**src/sv/ace_pkg.sv**
```systemverilog
`default_nettype none
// ----------------------------------------------------------------------------
// ace_pkg
// Types and constants shared by the arithmetic coder encoder.
// ----------------------------------------------------------------------------
package ace_pkg;

    localparam int PRECISION = 32;

    localparam int TOTAL_W   = 17;
    localparam int CUM_LO_W  = 16;
    localparam int CUM_HI_W  = 17;
    localparam int PEND_W    = 32;

    // quotient of (range * cum) / total never exceeds 2^PRECISION
    localparam int DIV_STEPS = PRECISION + 1;
    localparam int PROD_W    = DIV_STEPS + CUM_HI_W;
    localparam int DCNT_W    = $clog2(DIV_STEPS + 1);

    localparam int MAX_RES   = 33;
    localparam int RCNT_W    = $clog2(MAX_RES + 1);

    localparam logic [PRECISION-1:0] MASK    = {PRECISION{1'b1}};
    localparam logic [PRECISION-1:0] HALF    = {1'b1, {(PRECISION-1){1'b0}}};
    localparam logic [PRECISION-1:0] QUARTER = {2'b01, {(PRECISION-2){1'b0}}};

    localparam logic [TOTAL_W-1:0] TOTAL_MAX   = TOTAL_W'(65536);
    localparam logic [PEND_W-1:0]  PEND_MAX    = {PEND_W{1'b1}};

    localparam logic CMD_ENCODE = 1'b0;
    localparam logic CMD_FINISH = 1'b1;

    localparam logic [2:0] ADDR_TOTAL = 3'd0;

    typedef struct packed {
        logic                command;
        logic [CUM_LO_W-1:0] cum_low;
        logic [CUM_HI_W-1:0] cum_upper;
    } t_enc_in;

    typedef struct packed {
        logic              lead_bit;
        logic [PEND_W-1:0] follow_count;
        logic              last;
    } t_enc_out;

endpackage
`default_nettype wire

```
**src/sv/arithmetic_coder_encoder_core.sv**
```systemverilog
`default_nettype none
// ----------------------------------------------------------------------------
// arithmetic_coder_encoder_core
// Integer arithmetic-coding encoder with pending underflow bits.
// ----------------------------------------------------------------------------
//  channel   | direction | handshake                   | payload
//  ----------+-----------+-----------------------------+----------------------
//  in        | input     | i_in_valid / o_in_ready     | i_in_data  (t_enc_in)
//  out       | output    | o_out_valid / i_out_ready   | o_out_data (t_enc_out)
//  config    | input     | psel/penable/pwrite, pready | paddr, pwdata, prdata
//
//  Encode: accept, then two passes of multiply, bit-serial restoring divide
//  and update, one pass per bound with both sharing the one divider; then one
//  renormalization step per cycle, then an end state closes the transaction.
//  Finish: emits the final code bit with its pending count, then returns to idle.
//  A stalled output holds the renormalization loop.
//  Reset is synchronous; the interval returns to [0, MASK], total to 65536.
// ----------------------------------------------------------------------------
module arithmetic_coder_encoder_core
    import ace_pkg::*;
(
    input  wire logic              i_clk,
    input  wire logic              i_rst_n,

    input  wire logic              i_in_valid,
    output logic                   o_in_ready,
    input  wire t_enc_in           i_in_data,

    output logic                   o_out_valid,
    input  wire logic              i_out_ready,
    output t_enc_out               o_out_data,

    input  wire logic              psel,
    input  wire logic              penable,
    input  wire logic              pwrite,
    input  wire logic [2:0]        paddr,
    input  wire logic [31:0]       pwdata,
    output logic [31:0]            prdata,
    output logic                   pready
);

    typedef enum logic [2:0] {
        S_IDLE,
        S_MUL,
        S_DIV,
        S_UPD,
        S_REN,
        S_END,
        S_FIN
    } t_state;

    t_state                 r_state,   n_state;
    logic [TOTAL_W-1:0]     r_total,   n_total;
    logic [PRECISION-1:0]   r_lo,      n_lo;
    logic [PRECISION-1:0]   r_hi,      n_hi;
    logic [PEND_W-1:0]      r_pend,    n_pend;
    logic [TOTAL_W-1:0]     r_t,       n_t;
    logic [CUM_HI_W-1:0]    r_ch,      n_ch;
    logic [CUM_LO_W-1:0]    r_cl,      n_cl;
    logic [DIV_STEPS-1:0]   r_rng,     n_rng;
    logic                   r_second,  n_second;
    logic [TOTAL_W-1:0]     r_rem,     n_rem;
    logic [DIV_STEPS-1:0]   r_dsh,     n_dsh;
    logic [DCNT_W-1:0]      r_dcnt,    n_dcnt;
    logic [RCNT_W-1:0]      r_rcnt,    n_rcnt;
    logic                   r_hold_valid, n_hold_valid;
    t_enc_out               r_hold,    n_hold;
    logic                   r_out_valid,  n_out_valid;
    t_enc_out               r_out,     n_out;

    logic                   w_cfg_wr;
    logic                   w_out_free;
    logic [TOTAL_W-1:0]     w_t;
    logic [CUM_HI_W-1:0]    w_ch_clip;
    logic [CUM_HI_W-1:0]    w_ch;
    logic [CUM_HI_W-1:0]    w_ch_m1;
    logic [CUM_LO_W-1:0]    w_cl;
    logic [CUM_HI_W-1:0]    w_mul_b;
    logic [PROD_W-1:0]      w_prod;
    logic [TOTAL_W:0]       w_rem_sh;
    logic [TOTAL_W:0]       w_rem_sub;
    logic                   w_qbit;
    logic [PEND_W-1:0]      w_pend_inc;
    logic                   w_below_half;
    logic                   w_above_half;
    logic                   w_middle;
    logic [PRECISION-1:0]   w_lo_q;
    logic [PRECISION-1:0]   w_hi_q;

    assign pready     = 1'b1;
    assign w_cfg_wr   = psel && penable && pwrite && (paddr[2] == ADDR_TOTAL[2]);
    assign prdata     = (paddr[2] == ADDR_TOTAL[2]) ? {(32-TOTAL_W)'(0), r_total} : 32'd0;

    assign o_in_ready  = (r_state == S_IDLE);
    assign o_out_valid = r_out_valid;
    assign o_out_data  = r_out;
    assign w_out_free  = !r_out_valid || i_out_ready;

    // operand clamps
    always_comb begin
        if (r_total == '0) begin
            w_t = TOTAL_W'(1);
        end else if (r_total > TOTAL_MAX) begin
            w_t = TOTAL_MAX;
        end else begin
            w_t = r_total;
        end
        w_ch_clip = (i_in_data.cum_upper > w_t) ? w_t : i_in_data.cum_upper;
        w_ch      = (w_ch_clip == '0) ? CUM_HI_W'(1) : w_ch_clip;
        w_ch_m1   = w_ch - CUM_HI_W'(1);
        w_cl      = ({1'b0, i_in_data.cum_low} > w_ch_m1) ? w_ch_m1[CUM_LO_W-1:0]
                                                          : i_in_data.cum_low;
    end

    // shared multiplier and divider step
    assign w_mul_b   = r_second ? {1'b0, r_cl} : r_ch;
    assign w_prod    = PROD_W'(r_rng) * PROD_W'(w_mul_b);
    assign w_rem_sh  = {r_rem, r_dsh[DIV_STEPS-1]};
    assign w_qbit    = (w_rem_sh >= {1'b0, r_t});
    assign w_rem_sub = w_qbit ? (w_rem_sh - {1'b0, r_t}) : w_rem_sh;

    assign w_pend_inc   = (r_pend == PEND_MAX) ? r_pend : r_pend + PEND_W'(1);
    assign w_below_half = !r_hi[PRECISION-1];
    assign w_above_half = r_lo[PRECISION-1];
    assign w_middle     = (r_lo[PRECISION-1:PRECISION-2] == 2'b01)
                       && (r_hi[PRECISION-1:PRECISION-2] == 2'b10);
    assign w_lo_q       = r_lo - QUARTER;
    assign w_hi_q       = r_hi - QUARTER;

    always_comb begin
        n_state      = r_state;
        n_total      = r_total;
        n_lo         = r_lo;
        n_hi         = r_hi;
        n_pend       = r_pend;
        n_t          = r_t;
        n_ch         = r_ch;
        n_cl         = r_cl;
        n_rng        = r_rng;
        n_second     = r_second;
        n_rem        = r_rem;
        n_dsh        = r_dsh;
        n_dcnt       = r_dcnt;
        n_rcnt       = r_rcnt;
        n_hold_valid = r_hold_valid;
        n_hold       = r_hold;
        n_out_valid  = r_out_valid && !i_out_ready;
        n_out        = r_out;

        if (w_cfg_wr) begin
            n_total = pwdata[TOTAL_W-1:0];
        end

        unique case (r_state)
            S_IDLE: begin
                if (i_in_valid) begin
                    if (i_in_data.command == CMD_FINISH) begin
                        n_state = S_FIN;
                    end else begin
                        n_t      = w_t;
                        n_ch     = w_ch;
                        n_cl     = w_cl;
                        n_rng    = {1'b0, r_hi} - {1'b0, r_lo} + DIV_STEPS'(1);
                        n_second = 1'b0;
                        n_rcnt   = '0;
                        n_state  = S_MUL;
                    end
                end
            end
            S_MUL: begin
                // top bits of the product are below the divisor
                n_rem   = w_prod[PROD_W-1 -: TOTAL_W];
                n_dsh   = w_prod[DIV_STEPS-1:0];
                n_dcnt  = '0;
                n_state = S_DIV;
            end
            S_DIV: begin
                n_rem  = w_rem_sub[TOTAL_W-1:0];
                n_dsh  = {r_dsh[DIV_STEPS-2:0], w_qbit};
                n_dcnt = r_dcnt + DCNT_W'(1);
                if (r_dcnt == DCNT_W'(DIV_STEPS - 1)) begin
                    n_state = S_UPD;
                end
            end
            S_UPD: begin
                if (!r_second) begin
                    n_hi     = r_lo + r_dsh[PRECISION-1:0] - PRECISION'(1);
                    n_second = 1'b1;
                    n_state  = S_MUL;
                end else begin
                    n_lo    = r_lo + r_dsh[PRECISION-1:0];
                    n_state = S_REN;
                end
            end
            S_REN: begin
                if (w_below_half || w_above_half) begin
                    // hold the decided bit until its successor shows whether it is last
                    if (!r_hold_valid || w_out_free) begin
                        if (r_hold_valid) begin
                            n_out       = r_hold;
                            n_out_valid = 1'b1;
                        end
                        n_hold_valid          = 1'b1;
                        n_hold.lead_bit       = w_above_half;
                        n_hold.follow_count   = r_pend;
                        n_hold.last           = 1'b0;
                        n_pend                = '0;
                        n_lo                  = {r_lo[PRECISION-2:0], 1'b0};
                        n_hi                  = {r_hi[PRECISION-2:0], 1'b1};
                        n_rcnt                = r_rcnt + RCNT_W'(1);
                        if (r_rcnt == RCNT_W'(MAX_RES - 1)) begin
                            n_state = S_END;
                        end
                    end
                end else if (w_middle) begin
                    n_pend = w_pend_inc;
                    n_lo   = {w_lo_q[PRECISION-2:0], 1'b0};
                    n_hi   = {w_hi_q[PRECISION-2:0], 1'b1};
                end else begin
                    n_state = S_END;
                end
            end
            S_END: begin
                if (!r_hold_valid) begin
                    n_state = S_IDLE;
                end else if (w_out_free) begin
                    n_out        = r_hold;
                    n_out.last   = 1'b1;
                    n_out_valid  = 1'b1;
                    n_hold_valid = 1'b0;
                    n_state      = S_IDLE;
                end
            end
            S_FIN: begin
                if (w_out_free) begin
                    n_out.lead_bit     = (r_lo >= QUARTER);
                    n_out.follow_count = w_pend_inc;
                    n_out.last         = 1'b1;
                    n_out_valid        = 1'b1;
                    n_lo               = '0;
                    n_hi               = MASK;
                    n_pend             = '0;
                    n_state            = S_IDLE;
                end
            end
            default: begin
                n_state = S_IDLE;
            end
        endcase
    end

    always_ff @(posedge i_clk) begin
        if (!i_rst_n) begin
            r_state      <= S_IDLE;
            r_total      <= TOTAL_MAX;
            r_lo         <= '0;
            r_hi         <= MASK;
            r_pend       <= '0;
            r_second     <= 1'b0;
            r_dcnt       <= '0;
            r_rcnt       <= '0;
            r_hold_valid <= 1'b0;
            r_out_valid  <= 1'b0;
        end else begin
            r_state      <= n_state;
            r_total      <= n_total;
            r_lo         <= n_lo;
            r_hi         <= n_hi;
            r_pend       <= n_pend;
            r_second     <= n_second;
            r_dcnt       <= n_dcnt;
            r_rcnt       <= n_rcnt;
            r_hold_valid <= n_hold_valid;
            r_out_valid  <= n_out_valid;
        end
        r_t    <= n_t;
        r_ch   <= n_ch;
        r_cl   <= n_cl;
        r_rng  <= n_rng;
        r_rem  <= n_rem;
        r_dsh  <= n_dsh;
        r_hold <= n_hold;
        r_out  <= n_out;
    end

`ifndef SYNTHESIS
    a_idle_no_hold: assert property (@(posedge i_clk) disable iff (!i_rst_n)
        (r_state == S_IDLE) |-> !r_hold_valid)
        else $error("held result left behind when returning to idle");

    a_div_rem_bound: assert property (@(posedge i_clk) disable iff (!i_rst_n)
        (r_state == S_DIV) |-> (r_rem < r_t))
        else $error("divider remainder not below divisor");

    a_result_bound: assert property (@(posedge i_clk) disable iff (!i_rst_n)
        r_rcnt <= RCNT_W'(MAX_RES))
        else $error("too many results for one transaction");

    a_interval_order: assert property (@(posedge i_clk) disable iff (!i_rst_n)
        (r_state == S_IDLE) |-> (r_lo <= r_hi))
        else $error("coding interval inverted");
`endif

endmodule
`default_nettype wire

```
**config.mk**
```make
export PLATFORM = sky130hd
export DESIGN_NAME = arithmetic_coder_encoder_core
export DESIGN_NICKNAME = d
export VERILOG_FILES = /design/src/sv/ace_pkg.sv /design/src/sv/arithmetic_coder_encoder_core.sv
export SDC_FILE = /design/constraint.sdc
export NUM_CORES = 2
export LEC_CHECK = 0
export BUFFER_PORTS_ARGS = -buffer_cell sky130_fd_sc_hd__buf_2
export CAP_MARGIN = 20
export CORE_MARGIN = 1
export CORE_UTILIZATION = 29
export DETAILED_ROUTE_END_ITERATION = 16
export SYNTH_ARGS = -nofsm -noshare
export SYNTH_HDL_FRONTEND = slang
export SYNTH_SLANG_ARGS = --single-unit
```
**constraint.sdc**
```tcl
create_clock -name i_clk -period 7.5 [get_ports i_clk]
set_input_delay 1.5 -clock i_clk [delete_from_list [all_inputs] [get_ports i_clk]]
set_output_delay 1.5 -clock i_clk [all_outputs]
set_load 0.02 [all_outputs]
```
# Yosys cells after proc, flatten, opt, wreduce, memory -nomap -nowiden
# Index checks and enable logic that the tools add are counted.
word_totals:
  reg_bits: 331
  inputBits: 76
  out_inout_bits: 69
  elab_cells: 163
classes:
  add_sub_neg: 11
  mul: 1
  n_lt_le_gt_ge: 5
  n_eq_ne: 26
  mux: 65
  bitwise_logic: 2
  n_reduce_logical: 32
op_table:
  columns: ["operator", "n"]
  rows:
  - ["32-bit two-way mux", 14]
  - ["34-bit two-way mux", 6]
  - ["32-bit case mux with 3 select lines", 2]
  - ["17-bit two-way mux", 7]
  - ["34-bit case mux with 3 select lines", 1]
  - ["33-bit case mux with 2 select lines", 1]
  - ["32-bit case mux with 2 select lines", 1]
  - ["31-bit subtractor, second input constant", 2]
  - ["33-bit by 17-bit multiplier with 50-bit output", 1]
  - ["17-bit zero test", 2]
  - ["17-bit case mux with 2 select lines", 1]
  - ["33-bit by 1-bit adder with 33-bit output, second input constant", 1]
  - ["32-bit by 32-bit subtractor with 33-bit output", 1]
  - ["32-bit by 1-bit adder with 32-bit output, second input constant", 1]
  - ["32-bit adder", 1]
  - ["32-bit == test, second input constant", 1]
  - ["32-bit by 31-bit greater-or-equal comparator with 1-bit output, second input constant", 1]
  - ["32-bit by 1-bit subtractor with 32-bit output, second input constant", 1]
  - ["3-bit two-way mux", 10]
  - ["6-bit two-way mux", 4]
  - ["6-bit case mux with 2 select lines", 2]
  - ["2-bit != test, second input constant", 11]
  - ["3-bit case mux with 7 select lines", 1]
  - ["5-bit AND reduction", 4]
  - ["other kinds (28)", 65]

# Logic depth before layout (Yosys ltp)
depth:
  ltp_word: 10
  ltp_mapped: 28
  ltp_nobuf: 26

# Least setup slack after synthesis
# No wires, ideal clock.
synth_path:
  path_kind: "reg2reg"
  startpoint: "reg r_second"
  endpoint: "reg r_rem[9] (data pin)"
  setup_ns: 0.256
  arrival_time_ns: 6.984
  required_time_ns: 7.244
  slack_ns: 0.260
  stages_incl_launch_ff: 25
  n_path_buf: 3
  period_less_slack_ns: 7.240
  path_cell_list: "dfxtp_1 buf_1 mux2i_1 clkbuf_1 nor2b_1 fa_1 inv_1 fa_1 fa_1 inv_1 fa_1 fa_1 fa_1 ha_1 clkbuf_1 a21o_1 a21o_1 a21o_1 or3b_2 a211oi_1 or3b_2 a31oi_1 o211ai_1 nand3_1 a31o_2"
synth_via:
  elab_chain_len: 3
synth_lines:
  columns: ["item", "line_no", "source"]
  rows:
  - ["start, declared", "arithmetic_coder_encoder_core.sv:61", "logic r_second, n_second;"]
  - ["start signal, assigned", "arithmetic_coder_encoder_core.sv:270", "r_second <= n_second;"]
  - ["17-bit two-way mux", "arithmetic_coder_encoder_core.sv:116", "assign w_mul_b = r_second ? {1'b0, r_cl} : r_ch;"]
  - ["33-bit by 17-bit multiplier with 50-bit output", "arithmetic_coder_encoder_core.sv:117", "assign w_prod = PROD_W'(r_rng) * PROD_W'(w_mul_b);"]
  - ["17-bit case mux with 2 select lines", "arithmetic_coder_encoder_core.sv:154", "unique case (r_state)"]
  - ["named net n_rem[9]", "arithmetic_coder_encoder_core.sv:62", "logic [TOTAL_W-1:0] r_rem, n_rem;"]
  - ["end signal, assigned", "arithmetic_coder_encoder_core.sv:280", "r_rem <= n_rem;"]
  - ["end, declared", "arithmetic_coder_encoder_core.sv:62", null]
# The timed path passes the listed nets, and every way through them passes these cells.
# A chain may end at the register's enable or synchronous reset.

# Worst setup path in the final report
layout_path:
  startpoint: "reg r_second"
  endpoint: "reg r_rem[0] (data pin)"
# Same word-level chain as after synthesis.

==> impl_metrics.json <==
{
  "numClockSinks": 331,
  "worstMarginPinSlew_ns": 0.979,
  "slew_headroom_pct": 34.8,
  "io_buffers": 111,
  "path_class": "reg2reg",
  "syn_avg_cell_area_um2": 8.85,
  "cts_max_path_buffers": 3,
  "wl_per_cell_um": 16.4,
  "rows": 133,
  "finish.utilization_pct": 33.3,
  "path_common_cell": "fa_1",
  "synth_seq_cells": 331,
  "drive_above_1_share_pct": 11.5,
  "worst_skew_pair.late_latency_ns": 0.59,
  "vias": 30700,
  "arrival_ns": 7.59,
  "cts_buffers": 40,
  "start_util_pct": 29.3,
  "crit_path_end_kind": "flop",
  "drv_slew": 0,
  "crit_path_max_incr_delay_ns": 0.60,
  "root_buffer": "clkbuf_16",
  "die_h_um": 367,
  "antenna_found_initial": 0,
  "min_path_type": "reg2reg",
  "fmax_mhz": 137,
  "grt_usage_pct": 15.1,
  "final_cell_area_um2": 43900,
  "critPathLaunch": "r_second",
  "startpoint_type": "flop",
  "synthCells": 4365,
  "cp.buffers_inverters": 9,
  "final_common_cell": "nand2_1",
  "status": "complete, no violations",
  "fin_crit_ns": 7.29,
  "gr-total-overflow": 0,
  "ys_seq_area_share_pct": 22.3,
  "rr_startpoint": "r_second",
  "design.core.area_um2": 132000,
  "synth_cell_types": 106,
  "grt_pass1_wl_mm": 166,
  "drt_first_pass_iters": 5,
  "antenna_cells": 0,
  "grt_max_degree": 79,
  "drc": 0,
  "cts.clk_slew.worst_paths_ns": 0.07,
  "slowest_stage": "fa_1",
  "viasPerCell": 4.88,
  "hold_buffers": 0,
  "dieArea_um2": 135000,
  "crit_family": "adder cells",
  "ant_nets": 0,
  "hold_violations": 0,
  "fin_crit_sh_pct": 97.2,
  "fin_nets": 5321,
  "crit_fanout": 8,
  "synth_warnings": 0,
  "synthesis.area_um2": 38600,
  "synthFlopType": "edfxtp_1",
  "setup_viol": 0,
  "hpwl_mm": 82.3,
  "num-fill-cells": 13700,
  "syn_to_final_growth_pct": 13.6,
  "postPlaceCellArea_um2": 42100,
  "required_ns": 7.80,
  "gp_congestion": 0.889,
  "hold_start": "r_dcnt[5]",
  "ioPinCount": 145,
  "final_cell_mix": "nand2_1 (670), inv_1 (615), fa_1 (464), ha_1 (271), a21oi_1 (225)",
  "die_w_um": 367,
  "synth_edf_count": 200,
  "htree_levels": 2,
  "cts_tree": "yes",
  "drt_wl_total_mm": 103,
  "synthArstFlopShare_pct": 0,
  "finClkSkew_ns": 0.0157,
  "drtIter0Drc": 1996,
  "maxCapViolCount": 0,
  "holdWs_ns": 0.481,
  "grt_pass1_vias": 30500
}
-- kinds of logic (layout without fill, tap and decap cells) --
| kind of cell | Yosys count | count (layout) | synth area share [%] |
|---|---|---|---|
| compound gates | 763 | 763 | 12.8 |
| mux | 52 | 52 | 1.41 |
| xor+xnor | 166 | 166 | 3.81 |
| other cells | 2 | 16 | 0.0194 |
| fa+ha+maj | 742 | 742 | 33.1 |
| simple gates | 1437 | 1437 | 17.7 |
| buf+inv | 872 | 1028 | 8.79 |
| flops | 331 | 331 | 22.3 |
-- Yosys cell counts, drive strengths merged, types with 7 or more instances --
library cell,instances,area (um2)
a21oi,235,1190
nor3,67,357
nor4,28,226
o221ai,9,78.8
dfxtp,131,2620
nand2b,28,175
a221oi,32,287
nand2,673,2530
a211oi,55,435
a21boi,8,63.8
mux2,20,225
o21ai,158,791
buf,60,348
and3,40,250
clkbuf,193,724
edfxtp,200,6010
ha,275,3440
a311oi,7,80.1
a2111oi,8,77.6
and2,69,434
o211ai,23,173
o21a,21,159
inv,619,2320
a31oi,23,144
or3,33,206
or4,7,56.3
or2,15,96.4
o21bai,23,184
xor2,66,597
and4,16,143
nand4,42,269
mux2i,32,320
fa,467,9350
o22ai,15,93.8
a22oi,14,105
nor2,213,800
o31ai,9,72.6
nand3,54,288
a21o,69,519
xnor2,100,876
nor2b,127,795
-- area by class of cell --
cell class	count	area (um2)	area share (%)
inverters	619	2320	5.29
flip-flops and latches	331	8630	19.7
multi-input cells	3176	27000	61.5
clock buffers	45	1040	2.37
well taps	1755	2200	5.00
repair buffers	335	2400	5.46
clock inverters	29	298	0.678
-- registers in the layout (all words and copies together), names as in the netlist --
register / cells
r_hold_valid: 1
r_dcnt: 6
r_t: 17
r_pend: 32
r_state: 3
o_out_valid: 1
r_rcnt: 6
r_rng: 33
r_rem: 17
r_ch: 17
r_cl: 16
r_total: 17
r_dsh: 33
r_hi: 32
r_hold: 33
o_out_data: 34
r_second: 1
r_lo: 32
-- stage by stage --
stage	std cells	setup slack, ns	setup TNS (ns)
global placement	6201	-0.135	-0.641
CTS	6281	0.00868	0
detailed placement	6201	-0.102	-0.488
finish	6290	0.213	0
global route	6290	-0.0865	-0.298
floorplan	4379	0.260	0
-- timing repair --
item	CTS	global route
resized for setup	6	52
pin swaps	2	20
setup endpoints to repair	9	31
cloned	0	2
setup buffers	6	6
-- per-layer routing --
layer | part of all wire (%) | track usage [%]
met5 | 0 | 0
met4 | 2.5 | 3.77
met3 | 4.7 | 1.79
met2 | 47 | 25.0
met1 | 46 | 20.8
-- final timing paths --
kind | end | slack [ns] | cells after the start
worst min register to register | r_dcnt[5] | 0.48 | 1
worst max register to register | r_rem[0] | 0.21 | 28
worst max-delay path | r_rem[0] | 0.21 | 28
worst min-delay path | r_dcnt[5] | 0.48 | 1
Power is left out: the tool's default activity adds up to more than one toggle a clock period on the data nets, which glitch-free logic cannot reach.
